==> src/design/amsd_pkg.sv <==
`timescale 1ns / 1ps
package amsd_pkg;

    localparam int SAMPLE_BITS_DEF   = 16;
    localparam int CORDIC_STAGES_DEF = 16;

    // datapath widths: CORDIC x/y, CORDIC angle, gain multiplier operand/result
    localparam int XW = 36;
    localparam int ZW = 34;
    localparam int MW = 50;
    localparam int PW = XW + 20;

    localparam int INT_SCALE    = 30;
    localparam int SMOOTH_SCALE = 22;

    localparam logic [31:0] CORDIC_KINV  = 32'd2608131496;
    localparam logic [17:0] SYNC_DC_GAIN = 18'd167772;
    localparam logic [17:0] ENV_DC_GAIN  = 18'd1678;

    localparam int CFG_IDX_W = 3;
    localparam logic [CFG_IDX_W-1:0] CFG_MODE      = 3'd0;
    localparam logic [CFG_IDX_W-1:0] CFG_FREQ_INIT = 3'd1;
    localparam logic [CFG_IDX_W-1:0] CFG_FREQ_LOW  = 3'd2;
    localparam logic [CFG_IDX_W-1:0] CFG_FREQ_HIGH = 3'd3;
    localparam logic [CFG_IDX_W-1:0] CFG_ALPHA     = 3'd4;
    localparam logic [CFG_IDX_W-1:0] CFG_BETA      = 3'd5;

    typedef enum logic [3:0] {
        ST_IDLE,
        ST_ROT,
        ST_ROT_X,
        ST_ROT_Y,
        ST_VEC,
        ST_MAG,
        ST_DIFF,
        ST_BETA,
        ST_ALPHA,
        ST_DC_MUL,
        ST_DC_ADD,
        ST_SMOOTH,
        ST_OUT
    } state_t;

    typedef struct packed {
        logic start;
        logic vectoring;
    } cordic_req_t;

    typedef struct packed {
        logic start;
        logic shift30;
    } mul_req_t;

    // atan(2^-k) in phase-word units, 2^32 per turn
    function automatic logic [31:0] atan_word(input logic [4:0] k);
        logic [31:0] w;
        unique case (k)
            5'd0:    w = 32'd536870912;
            5'd1:    w = 32'd316933406;
            5'd2:    w = 32'd167458907;
            5'd3:    w = 32'd85004756;
            5'd4:    w = 32'd42667331;
            5'd5:    w = 32'd21354465;
            5'd6:    w = 32'd10680862;
            5'd7:    w = 32'd5340245;
            5'd8:    w = 32'd2670163;
            5'd9:    w = 32'd1335087;
            5'd10:   w = 32'd667544;
            5'd11:   w = 32'd333772;
            5'd12:   w = 32'd166886;
            5'd13:   w = 32'd83443;
            5'd14:   w = 32'd41722;
            5'd15:   w = 32'd20861;
            5'd16:   w = 32'd10430;
            5'd17:   w = 32'd5215;
            5'd18:   w = 32'd2608;
            5'd19:   w = 32'd1304;
            5'd20:   w = 32'd652;
            5'd21:   w = 32'd326;
            5'd22:   w = 32'd163;
            5'd23:   w = 32'd81;
            default: w = 32'd0;
        endcase
        return w;
    endfunction

endpackage

==> src/design/amsd_cordic.sv <==
`timescale 1ns / 1ps
module amsd_cordic #(
    parameter int STAGES = amsd_pkg::CORDIC_STAGES_DEF
) (
    input  logic                               aclk,
    input  logic                               aresetn,
    input  amsd_pkg::cordic_req_t              req,
    input  logic signed [amsd_pkg::XW-1:0]     x_in,
    input  logic signed [amsd_pkg::XW-1:0]     y_in,
    input  logic        [31:0]                 z_in,
    output logic                               done,
    output logic signed [amsd_pkg::XW-1:0]     x_out,
    output logic signed [amsd_pkg::XW-1:0]     y_out,
    output logic        [31:0]                 z_out
);
    import amsd_pkg::*;

    localparam int IW = (STAGES > 1) ? $clog2(STAGES) : 1;

    logic                 busy_reg;
    logic                 done_reg;
    logic                 vec_reg;
    logic [IW-1:0]        iter_reg;
    logic signed [XW-1:0] x_reg, y_reg;
    logic signed [ZW-1:0] z_reg;

    logic                 flip;
    logic signed [XW-1:0] x0, y0;
    logic signed [ZW-1:0] z0;
    logic signed [XW-1:0] xs, ys;
    logic signed [ZW-1:0] at;
    logic                 dir;
    logic                 last;

    // pre-rotation: fold the vector or angle into right half plane
    always_comb begin
        if (req.vectoring) begin
            flip = x_in[XW-1];
            z0   = flip ? ZW'(34'sh0_8000_0000) : '0;
        end else begin
            flip = z_in[31] ^ z_in[30];
            z0   = ZW'($signed({z_in[31] ^ flip, z_in[30:0]}));
        end
        x0 = flip ? -x_in : x_in;
        y0 = flip ? -y_in : y_in;
    end

    assign xs   = x_reg >>> iter_reg;
    assign ys   = y_reg >>> iter_reg;
    assign at   = $signed({2'b00, atan_word(5'(iter_reg))});
    assign dir  = vec_reg ? y_reg[XW-1] : ~z_reg[ZW-1];
    assign last = (iter_reg == IW'(STAGES - 1));

    always_ff @(posedge aclk) begin
        if (!aresetn) begin
            busy_reg <= 1'b0;
            done_reg <= 1'b0;
            iter_reg <= '0;
        end else begin
            done_reg <= busy_reg && last;
            if (req.start) begin
                busy_reg <= 1'b1;
                iter_reg <= '0;
            end else if (busy_reg) begin
                busy_reg <= !last;
                iter_reg <= last ? '0 : iter_reg + 1'b1;
            end
        end
    end

    always_ff @(posedge aclk) begin
        if (req.start) begin
            vec_reg <= req.vectoring;
            x_reg   <= x0;
            y_reg   <= y0;
            z_reg   <= z0;
        end else if (busy_reg) begin
            if (dir) begin
                x_reg <= x_reg - ys;
                y_reg <= y_reg + xs;
                z_reg <= z_reg - at;
            end else begin
                x_reg <= x_reg + ys;
                y_reg <= y_reg - xs;
                z_reg <= z_reg + at;
            end
        end
    end

    assign done  = done_reg;
    assign x_out = x_reg;
    assign y_out = y_reg;
    assign z_out = z_reg[31:0];

endmodule

==> config.mk <==
export PLATFORM = sky130hd
export DESIGN_NAME = amsd_cordic
export DESIGN_NICKNAME = d
export VERILOG_FILES = /design/src/design/amsd_pkg.sv /design/src/design/amsd_cordic.sv
export SDC_FILE = /design/constraint.sdc
export NUM_CORES = 1
export LEC_CHECK = 0
export ABC_CLOCK_PERIOD_IN_PS = 16400
export BUFFER_PORTS_ARGS = -buffer_cell sky130_fd_sc_hd__clkbuf_2
export CORE_UTILIZATION = 60
export DETAILED_ROUTE_END_ITERATION = 8
export PLACE_DENSITY = 0.8
export SETUP_SLACK_MARGIN = 0.5
export SLEW_MARGIN = 0
export SYNTH_ARGS = -nofsm -noshare
export SYNTH_HDL_FRONTEND = slang
export SYNTH_SLANG_ARGS = --single-unit
==> constraint.sdc <==
create_clock -name aclk -period 16.4 [get_ports aclk]
set_input_delay 3.28 -clock aclk [delete_from_list [all_inputs] [get_ports aclk]]
set_output_delay 3.28 -clock aclk [all_outputs]
set_load 0.05 [all_outputs]
Yosys cells after proc, flatten, opt, wreduce, memory -nomap -nowiden
Memories as Yosys holds them, arrays and structs flattened. A register that Yosys moved wholly into a read port is not among the register bits. Cells that the tools add are included.

ROM bits: 480. Register bits: 113. Word-level logic and storage cells: 48. Memories kept: 1. Output and inout port bits: 105. Input port bits: 108.

Reductions and logical operators: 4. Shift-type cells: 2. Multiplexer cells: 20. Bitwise operators: 4. Equality and inequality tests: 1. Add/subtract/negate cells: 9.

Memory list: (name not given) (depth 16, bits a word 30, read ports 1, clocked after Yosys merged registers in 1, write ports 0, RTL line amsd_pkg.sv:57) `unique case (k)`.

Operators with widths (count): $mux W36 (8); $mux W34 (4); $add A36 B36 Y36 (2); $neg A36 Y36 (2); $sshr A36 B4 Y36 (2); $sub A36 B36 Y36 (2); $add A34 B33 Y34 (1); $sub A34 B33 Y34 (1); $mux W32 (1); $mux W4 (3); $add A4 B1 Y4 const B (1); $eq A4 B4 Y1 const B (1); $mux W1 (4); $not A1 Y1 (2); $reduce_bool A2 Y1 (1); $reduce_or A2 Y1 (1); $xor A1 B1 Y1 (2); $logic_and A1 B1 Y1 (1); $logic_not A1 Y1 (1).

Longest topological paths before layout
Depth after elaboration: 5. Mapped depth: 26.

Least setup slack after synthesis
Ideal clock, no wire load.

Kind: input to register. Start point: input x_in[8] (netlist bit). End point: register x_reg[31] (netlist: x_out[31]) (data pin). Arrival: 5.666 ns. Stages on the path: 9. Path buffers: 0. Slack: 10.469 ns. Setup time: 0.265 ns. Cells stage by stage: or4_1 > or4_1 > nor4_1 > nand2b_1 > nor4_1 > a31oi_1 > xor2_1 > nand2_1 > o21ai_1.

Cells in the longest elaborated chain, start to end: 3.

RTL lines: from (decl) (RTL line amsd_cordic.sv:8) `input logic signed [amsd_pkg::XW-1:0] x_in,`; $neg A36 Y36 (RTL line amsd_cordic.sv:44) `x0 = flip ? -x_in : x_in;`; $mux W36 (RTL line amsd_cordic.sv:44); $mux W36 (RTL line amsd_cordic.sv:72) `if (req.start) begin`; to (signal assigned) (RTL line amsd_cordic.sv:79) `x_reg <= x_reg - ys;`; to (signal assigned) (RTL line amsd_cordic.sv:83) `x_reg <= x_reg + ys;`; to (decl) (RTL line amsd_cordic.sv:24) `logic signed [XW-1:0] x_reg, y_reg;`.

Every way passes these cells. A chain may end at the register's enable or synchronous reset.

Worst setup path after layout
Start point: register iter_reg[1]. End point: register x_reg[31] (netlist: x_out[31]) (data pin).

Cells in the longest elaborated chain, start to end: 5. Elaborated cells on any way between the ends: 6. Those cells by class: add/sub: 2; shift: 1; mux: 3.

RTL lines: from (decl) (RTL line amsd_cordic.sv:23) `logic [IW-1:0] iter_reg;`; from (signal assigned) (RTL line amsd_cordic.sv:66) `iter_reg <= last ? '0 : iter_reg + 1'b1;`; $sshr A36 B4 Y36 * (RTL line amsd_cordic.sv:49) `assign ys = y_reg >>> iter_reg;`; $add A36 B36 Y36 / $sub A36 B36 Y36 (equally long branches) (RTL line amsd_cordic.sv:83, amsd_cordic.sv:79); $mux W36 * (RTL line amsd_cordic.sv:78) `if (dir) begin`; $mux W36 * (RTL line amsd_cordic.sv:77) `end else if (busy_reg) begin`; $mux W36 * (RTL line amsd_cordic.sv:72).

Mark *: on every way between the ends. The rest lies on a longest branch, timed or not. The select of a mux whose other input is x is not followed.

==> impl_results.md <==
- Seq cells post-synth: 143
- Slowest CP cell: a2111oi_0
- GRT Overall Usage: 38.6%
- Antenna diodes: 0
- Top-count cell post-synth: nand2_1
- Worst reg2reg setup slack: 9310 ps
- Most frequent cells after synthesis: nand2_1, a21oi_1, o21ai_0, nor2_1, xnor2_1
- RSZ-0062 raised after global routing: false
- Hold path depth: 2
- GRT met3 Usage: 8.75%
- Root Driver: clkbuf_16
- Worst r2r src: iter_reg[1]
- Worst skew pair latency: 470 ps
- Vias: 18700
- Rows: 64
- Global route overflow: 0
- WP depth: 18
- Number of synthesized flops with an enable pin: 107
- Fin area: 0.0206 mm2
- WL/cell: 22.6 um
- Largest family of logic cells by synthesized area: compound AO/OA/AOI/OAI gates
- Data arrival time of the critical path: 7290 ps
- Die height: 180 um
- Cts bufs inserted: 17
- Vias per cell: 6.71
- Proportion of netlist area held by the largest area contributor: 16.9%
- Final Skew: 14.8 ps
- Compound-Gate Fraction of Synth Area: 22.7%
- Async SR Flop Fraction: 0%
- Type of the worst setup path: reg2reg
- Hold crit path type: reg2reg
- Worst slew margin: 16.2%
- Hold buffers post-CTS: 0
- Seq/Total Area, Yosys: 20.7%
- Worst-Margin Slew: 1230 ps
- Ys flop type: edfxtp_1
- Final period utilization: 43.2%
- Starting Density: 61.6%
- Synth Instances: 2280
- DP Area: 0.0200 mm2
- DRC viols: 0
- Max-capacitance violation count: 0
- Placer Congestion: 1.00
- Final design utilization: 66.7%
- Syn Std Cell Area: 0.0190 mm2
- Synth top area cells: edfxtp_1, mux4_2, ha_1
- CTS H-tree depth: 4
- Avg Inst Size Synth: 8.35 um2
- Layout cell share with drive strength beyond 1: 17.4%
- Met2 Usage GRT: 59.5%
- Post-DRT Antenna Nets: 0
- Post-Synth XOR/XNOR Area: 10.5%
- Setup TNS: 0 ps
- Final hold viol count: 0
- Global-route wire length before repair: 98600 um
- Worst r2r dst: x_out[31]
- R2R depth: 18
- Final wirelength: 63100 um
- Post-CTS setup buffer count: 0
- Adder-cell share of the synthesized area: 8.00%
- DRT iter0 DRCs: 1968
- Final setup viols: 0
- Mux cell area share after synthesis: 15.2%
- Crit path cell chain: buf_4 > mux4_2 > mux2i_2 > nand4_1 > a2111o_1 > or2_1 > nand2b_4 > o21ai_0 > xnor2_1 > ha_1 > and3_1 > nand4_1 > a2111oi_0 > o21bai_1 > a31oi_1 > o22ai_1 > xor2_1 > o21ai_1
- Syn nets: 2508
- Status: complete, no violations
- Max-slew violations: 0
- GR peak layer: met2
- Post-synthesis simple-gate area fraction: 17.5%
- Nets: 2614
- CTS Buffer Depth: 2
- CTS tree: done
- Num ports: 213
- Vias in the first global route: 17500
- Cts repair resizes: 0
- Critical Path RT: 16600 ps
- Largest net degree at the start of global routing: 75
- Crit. End Element: flop
- Final HPWL DP: 47800 um
- Port bufs: 212
- Core area: 0.0309 mm2
- Drt first pass iters: 5
- CP top delay family: compound AO/OA/AOI/OAI gates
- Cell taking the most area after synthesis: edfxtp_1
- Netlist cell types: 94
- F_max: 141 MHz
- Die extent in x: 180 um
- Worst Path Max Fanout: 61
- GR Util met1: 53.5%
- CP peak stage delay: 910 ps
- Startpoint Class: flop
- Most common cell on crit path: nand4_1
- Number of synthesis warnings: 0
- Hold path endpoint: iter_reg[0]
- Area Overhead vs Synth: 8.26%
- Initial antenna violation count: 2
- Worst Min Path Start: busy_reg
- Clk pin slew, worst setup/hold paths: 70 ps
- DIE AREA: 0.0325 mm2
- CTS sink count: 143
- CP bufs+invs: 1
- Post-layout min period: 7090 ps
[layout make-up]
cell class	count	area, um2
Clock buffer	22	518
Sequential cell	143	3940
Inverter	70	263
Multi-Input combinational cell	1924	14100
Timing Repair Buffer	230	1200
Tap cell	396	495
Clock inverter	10	86.3
Fill cell	2624	10300
[cells in the final DEF (no fill, tap or decap), drive strengths merged, types with 12 or more instances in the layout]
master	count
edfxtp	107
a21oi	188
o31ai	49
inv	73
a31oi	30
nand2b	26
nor2	162
mux2i	82
mux2	40
nand2	251
a211oi	15
clkbuf	233
o211ai	18
o21a	35
nor3	44
nor4	14
xnor2	118
o21ai	192
xor2	110
buf	19
dfxtp	36
nand4	23
o22ai	12
nor2b	19
or3	23
and3	20
or2	15
a21o	40
mux4	71
ha	117
nand3	44
o41ai	14
[worst min-delay path, cell delays in order, from the launching register on]
cell     delay, ps
dfxtp_1        400
nand3_1        130
a21oi_1         70
[worst max-delay path by stage]
| stage | from | to | slack [ps] |
|---|---|---|---|
| finish | iter_reg[1] | x_out[31] | 9310 |
| global route | iter_reg[1] | y_out[35] | 8770 |
| global placement | iter_reg[1] | y_out[35] | 9590 |
| floorplan | x_in[8] | x_out[31] | 10470 |
| detailed placement | iter_reg[1] | y_out[35] | 9490 |
| CTS | iter_reg[1] | x_out[31] | 9420 |
[routing by layer]
layer | wire, um | share of wire [%] | vias up
met3 | 6370 | 10 | 111
met2 | 27900 | 44 | 932
met4 | 1590 | 2.5 | 4
met5 | 23 | 0.036 | -
met1 | 27200 | 43 | 8975
li1 | - | - | 8725
[metrics by stage]
step	cells	setup WS [ps]	hold WS, ps
6_report	2795	9310	619
5_1_grt	2795	8770	659
4_1_cts	2795	9420	607
3_5_place_dp	2763	9490	600
3_3_place_gp	2763	9590	605
2_1_floorplan	2280	10470	525
[cell families (layout without fill, tap and decap cells)]
logic type / Yosys count / count (layout)
DFF: 143 / 143
muxes: 193 / 193
adders and majority gates: 120 / 120
AOI/OAI and AO/OA: 688 / 688
and+or+nand+nor: 695 / 695
buffers and inverters: 213 / 332
xor gates and xnor gates: 228 / 228
Power is left out: the tool's default activity adds up to more than one toggle a clock period on the data nets, which glitch-free logic cannot reach.
